$ cat config.mk
export PLATFORM = sky130hd
export DESIGN_NAME = traceparent_header_parser_core_flat
export DESIGN_NICKNAME = d
export VERILOG_FILES = /design/src/rtl/tpp_pkg.sv /design/src/rtl/tpp_if.sv /design/src/rtl/tpp_step.sv /design/src/rtl/traceparent_header_parser_core.sv /design/src/flat_wrapper.sv
export SDC_FILE = /design/constraint.sdc
export NUM_CORES = 1
export LEC_CHECK = 0
export BUFFER_PORTS_ARGS = -buffer_cell sky130_fd_sc_hd__buf_2
export CORE_UTILIZATION = 58
export DETAILED_ROUTE_END_ITERATION = 8
export PLACE_DENSITY = 0.88
export SLEW_MARGIN = 10
export SYNTH_ARGS = -nofsm -noshare
export SYNTH_HDL_FRONTEND = slang
export SYNTH_SLANG_ARGS = --single-unit
export TNS_END_PERCENT = 5
$ cat constraint.sdc
create_clock -name clock -period 7.8 [get_ports clock]
set_input_delay 0.39 -clock clock [delete_from_list [all_inputs] [get_ports clock]]
set_output_delay 0.39 -clock clock [all_outputs]
set_load 0.005 [all_outputs]
$ cat src/rtl/tpp_pkg.sv
`timescale 1ns / 1ps

package tpp_pkg;

   localparam int NameLen     = 12;
   localparam int ValueLen    = 55;
   localparam int DashOne     = 2;
   localparam int DashTwo     = 35;
   localparam int DashThree   = 52;
   localparam int TraceDigits = 32;
   localparam int TraceSplit  = DashOne + 1 + TraceDigits / 2;

   localparam logic [7:0] ChLf    = 8'h0A;
   localparam logic [7:0] ChTab   = 8'h09;
   localparam logic [7:0] ChSpace = 8'h20;
   localparam logic [7:0] ChZero  = 8'h30;
   localparam logic [7:0] ChDash  = 8'h2D;

   typedef enum logic [2:0] {
      MODE_SEEK  = 3'd0,
      MODE_NAME  = 3'd1,
      MODE_BLANK = 3'd2,
      MODE_VALUE = 3'd3,
      MODE_BAD   = 3'd4,
      MODE_GOOD  = 3'd5
   } scan_mode_type;

   typedef enum logic [1:0] {
      STATUS_NOT_FOUND = 2'd0,
      STATUS_VALID     = 2'd1,
      STATUS_MALFORMED = 2'd2
   } status_type;

   typedef struct packed {
      scan_mode_type scan_mode;
      logic [3:0]    name_position;
      logic [5:0]    value_position;
      logic [63:0]   trace_high_acc;
      logic [63:0]   trace_low_acc;
      logic [63:0]   span_acc;
   } scan_state_type;

   localparam scan_state_type StateReset = '{
      scan_mode:      MODE_SEEK,
      name_position:  4'd0,
      value_position: 6'd0,
      trace_high_acc: 64'd0,
      trace_low_acc:  64'd0,
      span_acc:       64'd0
   };

   // "traceparent:" one character per position
   function automatic logic [7:0] name_char(input logic [3:0] pos);
      logic [7:0] c;
      case (pos)
         4'd0:    c = 8'h74;
         4'd1:    c = 8'h72;
         4'd2:    c = 8'h61;
         4'd3:    c = 8'h63;
         4'd4:    c = 8'h65;
         4'd5:    c = 8'h70;
         4'd6:    c = 8'h61;
         4'd7:    c = 8'h72;
         4'd8:    c = 8'h65;
         4'd9:    c = 8'h6E;
         4'd10:   c = 8'h74;
         4'd11:   c = 8'h3A;
         default: c = 8'h00;
      endcase
      return c;
   endfunction

   // bit 4 set: not a hex digit
   function automatic logic [4:0] nibble_of(input logic [7:0] b);
      logic [4:0] n;
      if (b >= 8'h30 && b <= 8'h39) begin
         n = {1'b0, b[3:0]};
      end else if ((b >= 8'h61 && b <= 8'h66) || (b >= 8'h41 && b <= 8'h46)) begin
         n = {1'b0, b[3:0] + 4'd9};
      end else begin
         n = 5'h10;
      end
      return n;
   endfunction

endpackage

$ cat src/rtl/tpp_if.sv
`timescale 1ns / 1ps

interface tpp_req_if;
   logic       valid;
   logic       ready;
   logic [7:0] data_byte;
   logic       last_byte;

   modport source (output valid, output data_byte, output last_byte, input ready);
   modport sink (input valid, input data_byte, input last_byte, output ready);
endinterface

interface tpp_rsp_if;
   logic        valid;
   logic        ready;
   logic [1:0]  status;
   logic [63:0] trace_id_high;
   logic [63:0] trace_id_low;
   logic [63:0] span_id;

   modport source (output valid, output status, output trace_id_high,
                   output trace_id_low, output span_id, input ready);
   modport sink (input valid, input status, input trace_id_high,
                 input trace_id_low, input span_id, output ready);
endinterface

$ cat src/rtl/tpp_step.sv
`timescale 1ns / 1ps

module tpp_step (
   input  tpp_pkg::scan_state_type cur,
   input  logic [7:0]              data_byte,
   output tpp_pkg::scan_state_type nxt
);

   logic [7:0] lower;
   logic       name_done;
   logic       blank_hit;
   logic       do_value;
   logic [5:0] pos;
   logic [4:0] nib;
   logic       hex_ok;
   logic       ok;

   assign lower     = (data_byte >= 8'h41 && data_byte <= 8'h5A) ?
                      data_byte + 8'd32 : data_byte;
   assign name_done = cur.name_position >= 4'(tpp_pkg::NameLen);
   assign blank_hit = ((cur.scan_mode == tpp_pkg::MODE_BLANK) ||
                       (cur.scan_mode == tpp_pkg::MODE_NAME && name_done)) &&
                      data_byte != tpp_pkg::ChSpace && data_byte != tpp_pkg::ChTab;
   assign do_value  = blank_hit || cur.scan_mode == tpp_pkg::MODE_VALUE;
   assign pos       = blank_hit ? 6'd0 : cur.value_position;
   assign nib       = tpp_pkg::nibble_of(data_byte);
   assign hex_ok    = !nib[4];

   always_comb begin
      if (pos < 6'(tpp_pkg::DashOne)) begin
         ok = data_byte == tpp_pkg::ChZero;
      end else if (pos == 6'(tpp_pkg::DashOne) || pos == 6'(tpp_pkg::DashTwo) ||
                   pos == 6'(tpp_pkg::DashThree)) begin
         ok = data_byte == tpp_pkg::ChDash;
      end else if (pos < 6'(tpp_pkg::DashThree)) begin
         ok = hex_ok;
      end else begin
         ok = 1'b1;
      end
   end

   always_comb begin
      nxt = cur;
      if (do_value) begin
         if (blank_hit) begin
            nxt.value_position = 6'd0;
         end
         if (!ok) begin
            nxt.scan_mode = tpp_pkg::MODE_BAD;
         end else begin
            nxt.value_position = pos + 6'd1;
            nxt.scan_mode = (pos + 6'd1 >= 6'(tpp_pkg::ValueLen)) ?
                            tpp_pkg::MODE_GOOD : tpp_pkg::MODE_VALUE;
            if (pos > 6'(tpp_pkg::DashOne) && pos < 6'(tpp_pkg::TraceSplit)) begin
               nxt.trace_high_acc = {cur.trace_high_acc[59:0], nib[3:0]};
            end else if (pos >= 6'(tpp_pkg::TraceSplit) &&
                         pos < 6'(tpp_pkg::DashTwo)) begin
               nxt.trace_low_acc = {cur.trace_low_acc[59:0], nib[3:0]};
            end else if (pos > 6'(tpp_pkg::DashTwo) && pos < 6'(tpp_pkg::DashThree)) begin
               nxt.span_acc = {cur.span_acc[59:0], nib[3:0]};
            end
         end
      end else begin
         case (cur.scan_mode)
            tpp_pkg::MODE_SEEK: begin
               if (data_byte == tpp_pkg::ChLf) begin
                  nxt.scan_mode     = tpp_pkg::MODE_NAME;
                  nxt.name_position = 4'd0;
               end
            end
            tpp_pkg::MODE_NAME: begin
               if (name_done) begin
                  nxt.scan_mode = tpp_pkg::MODE_BLANK;
               end else if (lower == tpp_pkg::name_char(cur.name_position)) begin
                  nxt.name_position = cur.name_position + 4'd1;
               end else if (data_byte == tpp_pkg::ChLf) begin
                  nxt.name_position = 4'd0;
               end else begin
                  nxt.scan_mode = tpp_pkg::MODE_SEEK;
               end
            end
            default: begin
            end
         endcase
      end
   end

endmodule

$ cat src/rtl/traceparent_header_parser_core.sv
`timescale 1ns / 1ps
// channel  role  beat contents
// req      sink  data_byte[7:0], last_byte
// rsp      src   status[1:0], trace_id_high[63:0], trace_id_low[63:0], span_id[63:0]
//
// One byte per cycle, unless a last byte is held by a stalled rsp; a byte is
// captured in the input register, and the result of a last beat is registered in
// the result register when that byte leaves the input register.
// Synchronous reset clears both valids and the scan state.
// A stalled rsp holds only the last byte of the next buffer; other bytes keep flowing.

module traceparent_header_parser_core (
   input logic           clock,
   input logic           reset,
   tpp_req_if.sink       req_bus,
   tpp_rsp_if.source     rsp_bus
);

   logic                    in_valid_ff;
   logic [7:0]              in_byte_ff;
   logic                    in_last_ff;
   logic                    advance;
   tpp_pkg::scan_state_type state_ff;
   tpp_pkg::scan_state_type state_in;
   tpp_pkg::status_type     status_in;
   logic                    rsp_valid_ff;
   tpp_pkg::status_type     status_ff;
   logic [63:0]             trace_high_ff;
   logic [63:0]             trace_low_ff;
   logic [63:0]             span_ff;

   tpp_step u_step (
      .cur       (state_ff),
      .data_byte (in_byte_ff),
      .nxt       (state_in)
   );

   assign advance       = in_valid_ff && (!in_last_ff || !rsp_valid_ff || rsp_bus.ready);
   assign req_bus.ready = !in_valid_ff || advance;

   always_comb begin
      case (state_in.scan_mode)
         tpp_pkg::MODE_GOOD: status_in = tpp_pkg::STATUS_VALID;
         tpp_pkg::MODE_SEEK: status_in = tpp_pkg::STATUS_NOT_FOUND;
         tpp_pkg::MODE_NAME: status_in = tpp_pkg::STATUS_NOT_FOUND;
         default:            status_in = tpp_pkg::STATUS_MALFORMED;
      endcase
   end

   always_ff @(posedge clock) begin
      if (reset) begin
         in_valid_ff  <= 1'b0;
         rsp_valid_ff <= 1'b0;
         state_ff     <= tpp_pkg::StateReset;
      end else begin
         if (req_bus.valid && req_bus.ready) begin
            in_valid_ff <= 1'b1;
         end else if (advance) begin
            in_valid_ff <= 1'b0;
         end
         if (advance && in_last_ff) begin
            rsp_valid_ff <= 1'b1;
         end else if (rsp_bus.ready) begin
            rsp_valid_ff <= 1'b0;
         end
         if (advance) begin
            state_ff <= in_last_ff ? tpp_pkg::StateReset : state_in;
         end
      end
   end

   always_ff @(posedge clock) begin
      if (req_bus.valid && req_bus.ready) begin
         in_byte_ff <= req_bus.data_byte;
         in_last_ff <= req_bus.last_byte;
      end
      if (advance && in_last_ff) begin
         status_ff <= status_in;
         if (status_in == tpp_pkg::STATUS_VALID) begin
            trace_high_ff <= state_in.trace_high_acc;
            trace_low_ff  <= state_in.trace_low_acc;
            span_ff       <= state_in.span_acc;
         end else begin
            trace_high_ff <= 64'd0;
            trace_low_ff  <= 64'd0;
            span_ff       <= 64'd0;
         end
      end
   end

   assign rsp_bus.valid         = rsp_valid_ff;
   assign rsp_bus.status        = status_ff;
   assign rsp_bus.trace_id_high = trace_high_ff;
   assign rsp_bus.trace_id_low  = trace_low_ff;
   assign rsp_bus.span_id       = span_ff;

endmodule
$ cat src/flat_wrapper.sv
// flat-port wrapper written by rule: the top's interface ports become plain ports
module traceparent_header_parser_core_flat 
  (clock, reset, req_bus_valid, req_bus_data_byte, req_bus_last_byte, req_bus_ready, rsp_bus_valid, rsp_bus_status, rsp_bus_trace_id_high, rsp_bus_trace_id_low, rsp_bus_span_id, rsp_bus_ready);
  tpp_req_if req_bus_i ();
  tpp_rsp_if rsp_bus_i ();
  input logic clock;
  input logic reset;
  input wire logic [$bits(req_bus_i.valid)-1:0] req_bus_valid;
  input wire logic [$bits(req_bus_i.data_byte)-1:0] req_bus_data_byte;
  input wire logic [$bits(req_bus_i.last_byte)-1:0] req_bus_last_byte;
  output wire logic [$bits(req_bus_i.ready)-1:0] req_bus_ready;
  output wire logic [$bits(rsp_bus_i.valid)-1:0] rsp_bus_valid;
  output wire logic [$bits(rsp_bus_i.status)-1:0] rsp_bus_status;
  output wire logic [$bits(rsp_bus_i.trace_id_high)-1:0] rsp_bus_trace_id_high;
  output wire logic [$bits(rsp_bus_i.trace_id_low)-1:0] rsp_bus_trace_id_low;
  output wire logic [$bits(rsp_bus_i.span_id)-1:0] rsp_bus_span_id;
  input wire logic [$bits(rsp_bus_i.ready)-1:0] rsp_bus_ready;
  assign req_bus_i.valid = req_bus_valid;
  assign req_bus_i.data_byte = req_bus_data_byte;
  assign req_bus_i.last_byte = req_bus_last_byte;
  assign req_bus_ready = req_bus_i.ready;
  assign rsp_bus_valid = rsp_bus_i.valid;
  assign rsp_bus_status = rsp_bus_i.status;
  assign rsp_bus_trace_id_high = rsp_bus_i.trace_id_high;
  assign rsp_bus_trace_id_low = rsp_bus_i.trace_id_low;
  assign rsp_bus_span_id = rsp_bus_i.span_id;
  assign rsp_bus_i.ready = rsp_bus_ready;
  traceparent_header_parser_core u_core (.clock(clock), .reset(reset), .req_bus(req_bus_i), .rsp_bus(rsp_bus_i));
endmodule
==> flow_metrics.env, run 1 <==
export IMPL_status="complete, no violations"
export IMPL_grt_overflow=0
export IMPL_final_common_cell="nand2_1"
export IMPL_viasPerCell=5.91
export IMPL_crit_fanout=63
export IMPL_p_leak_nw=6.09
export IMPL_syn_to_final_growth_pct=14.6
export IMPL_ctsRootBufferMaster="clkbuf_16"
export IMPL_nNetsFinal=1653
export IMPL_antenna_found_initial=0
export IMPL_synth_top_family_by_area="compound AO/OA/AOI/OAI gates"
export IMPL_tightest_slew_ns=1.20
export IMPL_ctsHoldBuffers=0
export IMPL_cp_common_cell="inv_1"
export IMPL_setup_viol=0
export IMPL_maxSlewHeadroom=0.201
export IMPL_power_density_nw_per_um2=227
export IMPL_synth_area_leaders="edfxtp_1 36%, dfxtp_1 25%, a22o_1 9.7%"
export IMPL_drc=0
export IMPL_track_usage=0.238
export IMPL_synth_edff_count=203
export IMPL_ys_ff_latch=417
export IMPL_cts_buffers=40
export IMPL_vias=12100
export IMPL_synth_async_sr_flop_share=0
export IMPL_start_kind="flip-flop"
export IMPL_fmaxAchievable_mhz=171
export IMPL_fin_crit_ns=5.86
export IMPL_end_kind="flip-flop"
export IMPL_num_rows=62
export IMPL_first_global_vias=11000
export IMPL_cts_tree="done"
export IMPL_reg2reg_slack_ns=1.94
export IMPL_arrival_ns=6.31
export IMPL_dieWidth_um=172
export IMPL_dp_hpwl_um=21600
export IMPL_drv_cap=0
export IMPL_rsz0062_at_grt="false"
export IMPL_path_cells="inv_1 > ha_1 > nand3b_1 > a2111oi_4 > nor3_1 > buf_4 > nand2b_1 > inv_1 > ha_1 > inv_1 > o21bai_1 > o311a_1 > a2111oi_4 > o21a_1 > or4_2 > nor2_8 > a22o_1"
export IMPL_port_buffers=208
export IMPL_grt_pass1_wl_um=56600
export IMPL_syn_inst=1480
export IMPL_drt_iter0_drc=1165
export IMPL_p_total_mw=4.39
export IMPL_synth_area_mux_share=0.0387
export IMPL_ant_nets=0
export IMPL_drv_slew=0
export IMPL_fillerInstances=2089
export IMPL_antenna_cells=0
export IMPL_routedWlPerCell_um=17.6
export IMPL_htree_levels=2
export IMPL_hold_viol_final=0
export IMPL_most_common_layout_cells="268 x nand2_1, 214 x dfxtp_1, 208 x buf_2"
export IMPL_hold_path_class="input port to flip-flop"
export IMPL_ys_warn_count=0
export IMPL_peakVddDrop_mv=0.134
export IMPL_wl_um=36100
export IMPL_syn_num_nets=1504
export IMPL_synth_xor_area_frac=0.00312
export IMPL_clkLatencyLatePin_ns=0.53
export IMPL_grt_max_degree=194
export IMPL_drtPass1Iterations=7
export IMPL_dieArea_um2=29700
export IMPL_post_cts_buffers=0
export IMPL_critPathKind="flip-flop to flip-flop"
export IMPL_gp_congestion=0.847
export IMPL_cts_sinks=417
export IMPL_layout_drive_gt1_share=0.186
export IMPL_start_util=0.588
export IMPL_cp_data_required_time_ns=8.26
export IMPL_coreArea_um2=28600
export IMPL_cp_slowest_cell="or4_2"
export IMPL_finClkSkew_ns=0.0183
export IMPL_path_clk_slew_ns=0.06
export IMPL_worst_slack_ns=1.94
export IMPL_netlist_top_cell_by_area="edfxtp_1"
export IMPL_fin_util=0.674
export IMPL_ys_seq_area_frac=0.616
export IMPL_ys_types=71
export IMPL_synthAdderAreaFrac=0.00817
export IMPL_cpPeakStageDelay_ns=1.30
export IMPL_clock_path_buffers=3
export IMPL_synthSimpleGateAreaFrac=0.115
export IMPL_syn_avg_cell_area_um2=11.4
export IMPL_synth_top_area_share=0.362
export IMPL_min_period_over_period=0.751
export IMPL_cts_resized=0
export IMPL_fin_tns_setup_ns=0
export IMPL_syn_area_um2=16800
export IMPL_io_pin_count=209
export IMPL_die_y_um=172
export IMPL_synth_compound_area_frac=0.181
export IMPL_synth_main_ff_cell="dfxtp_1"
export IMPL_pre_cts_slack_ns=2.05
## worst paths after layout
| kind | startpoint | to | cells after the start |
|---|---|---|---|
| max | u_core.in_byte_ff[1] | u_core.state_ff[157] | 17 |
| min | req_bus_last_byte | u_core.in_last_ff | 1 |
| max reg2reg | u_core.in_byte_ff[1] | u_core.state_ff[157] | 17 |
| min reg2reg | u_core.state_ff[191] | u_core.state_ff[191] | 1 |
## synth_stat cells (6+ instances only)
cell / count
buf_2: 45
buf_6: 6
clkbuf_1: 48
o2bb2ai_1: 6
a22o_1: 187
nand2b_1: 6
nor2b_1: 6
a211oi_1: 7
inv_1: 17
nor2_1: 96
dfxtp_1: 214
a31oi_1: 6
mux2i_1: 64
edfxtp_1: 203
ha_1: 11
o21ai_0: 14
and2_1: 7
a21oi_1: 134
nand3_1: 10
nand2_1: 268
o21a_1: 6
buf_4: 13
## state kept, by name, indices dropped and copies added (netlist names), named ones only
name                          count
u_core.rsp_bus.span_id           64
u_core.rsp_bus.valid              1
u_core.in_byte_ff                 8
u_core.rsp_bus.trace_id_high     64
u_core.in_valid_ff                1
u_core.rsp_bus.status             2
u_core.rsp_bus.trace_id_low      64
u_core.in_last_ff                 1
u_core.state_ff                 205
## layer usage
layer	GRT usage	part of all wire	vias to the layer above	wire length, µm
met5	0	0	-	0
met2	0.391	0.49	428	17500
met1	0.316	0.43	5840	15600
li1	-	-	5715	-
met4	0.0977	0.035	0	1260
met3	0.0352	0.048	90	1740
## stage by stage
| step | hold slack, ns | instance area [µm²] | cells |
|---|---|---|---|
| final | 0.0435 | 19300 | 2044 |
| after global routing | 0.0249 | 19300 | 2044 |
| after CTS | 0.0322 | 19300 | 2044 |
| after detailed placement | 0.465 | 18000 | 1971 |
| after global placement | 0.461 | 18000 | 1971 |
| after floorplan | 0.449 | 16800 | 1480 |
## cell type report
class,instances,area (µm²),area share
Multi-Input combinational cell,933,5880,0.304
Inverter,18,75.1,0.00389
Sequential cell,417,10400,0.538
Timing Repair Buffer,219,1150,0.0595
Clock inverter,12,72.6,0.00376
Clock buffer,61,1270,0.0657
Tap cell,384,480,0.0249
## cells by family (layout without fill, tap and decap cells)
| logic type | after synthesis | count (layout) |
|---|---|---|
| flops | 417 | 417 |
| buf+inv | 130 | 310 |
| xor+xnor | 6 | 6 |
| mux | 65 | 65 |
| fa+ha+maj | 11 | 11 |
| compound gates | 411 | 411 |
| simple gates | 440 | 440 |
## worst max-delay path, delay by kind of cell, from the launching register on
kind | cells | cell delay, ns
simple gates | 5 | 2.54
compound gates | 6 | 1.61
flops | 1 | 0.54
fa+ha+maj | 2 | 0.54
buf+inv | 4 | 0.52
## power breakdown
part           total (mW)  internal [mW]  switching (mW)  leakage, nW
logic               0.120         0.0391          0.0809         2.09
registers            2.35           2.33          0.0207         3.35
clock network        1.92           1.13           0.792        0.658
(Power assumes the default switching activity.)
==> run 2: changes to the inputs <==
--- a/config.mk
+++ b/config.mk
@@ -6,9 +6,9 @@
 export NUM_CORES = 1
 export LEC_CHECK = 0
 export BUFFER_PORTS_ARGS = -buffer_cell sky130_fd_sc_hd__buf_2
-export CORE_UTILIZATION = 58
+export CORE_UTILIZATION = 52
 export DETAILED_ROUTE_END_ITERATION = 8
-export PLACE_DENSITY = 0.88
+export PLACE_DENSITY = 0.84
 export SLEW_MARGIN = 10
 export SYNTH_ARGS = -nofsm -noshare
 export SYNTH_HDL_FRONTEND = slang
==> constraint.sdc (replaced) <==
create_clock -name clock -period 4.8 [get_ports clock]
set_input_delay 0.24 -clock clock [delete_from_list [all_inputs] [get_ports clock]]
set_output_delay 0.24 -clock clock [all_outputs]
set_load 0.005 [all_outputs]
==> run 2 against run 1 <==
Against the previous run:
- largest power group unchanged
- cell count grew 2.2%
- setup slack lost 1.6 ns
- hold slack lost 0.016 ns
- clock skew grew 0.0013 ns
- sequential share of layout area shrank 1.1 points
- cell area grew 2.2%
==> flow_metrics.env, run 2 (synthesis gave the netlist of run 1 again) <==
export IMPL_reg2reg_slack_ns=0.33
export IMPL_cpPeakStageDelay_ns=0.74
export IMPL_p_clk_frac=0.454
export IMPL_p_sw_frac=0.203
export IMPL_cts_buffers=42
export IMPL_arrival_ns=4.95
export IMPL_most_common_layout_cells="268 x nand2_1, 214 x dfxtp_1, 208 x buf_2"
export IMPL_drc=0
export IMPL_drtPass1Iterations=6
export IMPL_start_util=0.531
export IMPL_rsz0062_at_grt="false"
export IMPL_port_buffers=208
export IMPL_min_period_over_period=0.932
export IMPL_antenna_found_initial=0
export IMPL_cts_sinks=417
export IMPL_vias=12200
export IMPL_startpoint="u_core.in_byte_ff[0]"
export IMPL_maxSlewHeadroom=0.354
export IMPL_fmaxAchievable_mhz=224
export IMPL_setup_viol=0
export IMPL_final_common_cell="nand2_1"
export IMPL_holdPathEnd="u_core.in_valid_ff"
export IMPL_drv_slew=0
export IMPL_crit_fanout=33
export IMPL_dieWidth_um=182
export IMPL_grt_overflow=0
export IMPL_nNetsFinal=1678
export IMPL_syn_to_final_growth_pct=17.1
export IMPL_hold_path_class="input port to flip-flop"
export IMPL_layout_drive_gt1_share=0.194
export IMPL_antenna_cells=0
export IMPL_drv_cap=0
export IMPL_die_y_um=182
export IMPL_drt_iter0_drc=1010
export IMPL_power_density_nw_per_um2=374
export IMPL_power_internal_mw=5.89
export IMPL_cp_data_required_time_ns=5.28
export IMPL_p_leak_nw=6.27
export IMPL_track_usage=0.218
export IMPL_r2r_start="u_core.in_byte_ff[0]"
export IMPL_regMostFlops="u_core.state_ff"
export IMPL_dieArea_um2=33100
export IMPL_p_total_mw=7.39
export IMPL_finClkSkew_ns=0.0197
export IMPL_reg2reg_to="u_core.state_ff[24]"
export IMPL_worstHoldStart="reset"
export IMPL_routedWlPerCell_um=17.8
export IMPL_pwr_share_comb=0.029
export IMPL_end_kind="flip-flop"
export IMPL_path_cells="inv_1 > ha_1 > nand3b_1 > a2111oi_4 > nor3_1 > nand2b_1 > inv_1 > ha_2 > nor3b_1 > a31oi_1 > o32ai_1 > a211o_1 > o21a_1 > buf_4 > nor3_4 > o21ai_4 > buf_12 > a22o_1"
export IMPL_start_kind="flip-flop"
export IMPL_multi_input_area_um2=5870
export IMPL_fillerInstances=2396
export IMPL_worst_hold_slack_ns=0.0280
export IMPL_cpLargestDelayFamily="compound AO/OA/AOI/OAI gates"
export IMPL_reg2reg_depth=18
export IMPL_hold_viol_final=0
export IMPL_cp_slowest_cell="o21ai_4"
export IMPL_power_frac_seq=0.517
export IMPL_status="complete, no violations"
export IMPL_cp_buffers_inverters=4
export IMPL_fin_crit_ns=4.47
export IMPL_coreArea_um2=31700
export IMPL_regArea_um2=10400
export IMPL_path_clk_slew_ns=0.06
export IMPL_num_rows=65
export IMPL_io_pin_count=209
export IMPL_cp_common_cell="inv_1"
export IMPL_holdPathStages=2
export IMPL_fin_tns_setup_ns=0
export IMPL_grt_pass1_wl_um=59000
export IMPL_post_cts_buffers=0
export IMPL_clkLatencyLatePin_ns=0.54
export IMPL_viasPerCell=5.83
export IMPL_htree_levels=2
export IMPL_ant_nets=0
export IMPL_peakVddDrop_mv=0.263
export IMPL_gp_congestion=0.873
export IMPL_wl_um=37200
export IMPL_dp_hpwl_um=22900
export IMPL_tightest_slew_ns=0.970
export IMPL_p_sw_mw=1.50
export IMPL_first_global_vias=11300
export IMPL_grt_max_degree=123
export IMPL_critPathKind="flip-flop to flip-flop"
export IMPL_ctsRootBufferMaster="clkbuf_16"
export IMPL_largest_register_ffs=205
export IMPL_clock_path_buffers=3
export IMPL_cts_tree="done"
## run 2: power groups by stage
| stage | Clock, mW | Combinational [mW] | Sequential (mW) |
|---|---|---|---|
| 2_1_floorplan | 0 | 0.0964 | 3.89 |
| 3_3_place_gp | 0 | 0.204 | 3.89 |
| 3_5_place_dp | 0 | 0.208 | 3.89 |
| 4_1_cts | 3.40 | 0.214 | 3.82 |
| 5_1_grt | 3.53 | 0.234 | 3.82 |
| 6_report | 3.35 | 0.216 | 3.82 |
## run 2: how the worst max path moves through the flow
stage / endpoint / slack, ns / cells past startpoint
final: u_core.state_ff[24] / 0.33 / 18
after global routing: u_core.state_ff[22] / 0.03 / 18
after CTS: u_core.rsp_bus.trace_id_high[37] / 0.20 / 17
after detailed placement: u_core.rsp_bus.trace_id_low[30] / 0.22 / 18
after global placement: u_core.rsp_bus.trace_id_high[60] / 0.33 / 17
after floorplan: flip-flop / 0.13 / 9
## run 2: per-layer routing
layer / vias up / global-route usage / wire (µm)
met5: - / 0 / 0
met4: 0 / 0.0827 / 1170
met3: 72 / 0.0319 / 2190
met2: 413 / 0.358 / 18100
met1: 5912 / 0.294 / 15800
li1: 5772 / - / -
## run 2: repair_timing
item | in CTS | in global routing
hold buffers | 10 | 0
gates resized for setup | 0 | 3
hold endpoints to repair | 10 | 0
setup endpoints to repair | 0 | 157
## run 2: layout make-up
type / count / area share
tap: 402 / 0.0255
multi-input combinational: 933 / 0.298
inverter: 18 / 0.00362
clock inverter: 13 / 0.00945
clock buffer: 64 / 0.0636
timing repair buffer: 242 / 0.0737
sequential: 417 / 0.526
## run 2: per-stage QoR
stage               cells  setup WS [ns]  instance area, µm²  utilization
floorplan            1480          0.130               16800            -
global placement     2001          0.329               18200        0.572
detailed placement   2001          0.223               18200        0.572
CTS                  2088          0.198               19700        0.621
global route         2089         0.0292               19700        0.622
finish               2089          0.327               19700        0.622
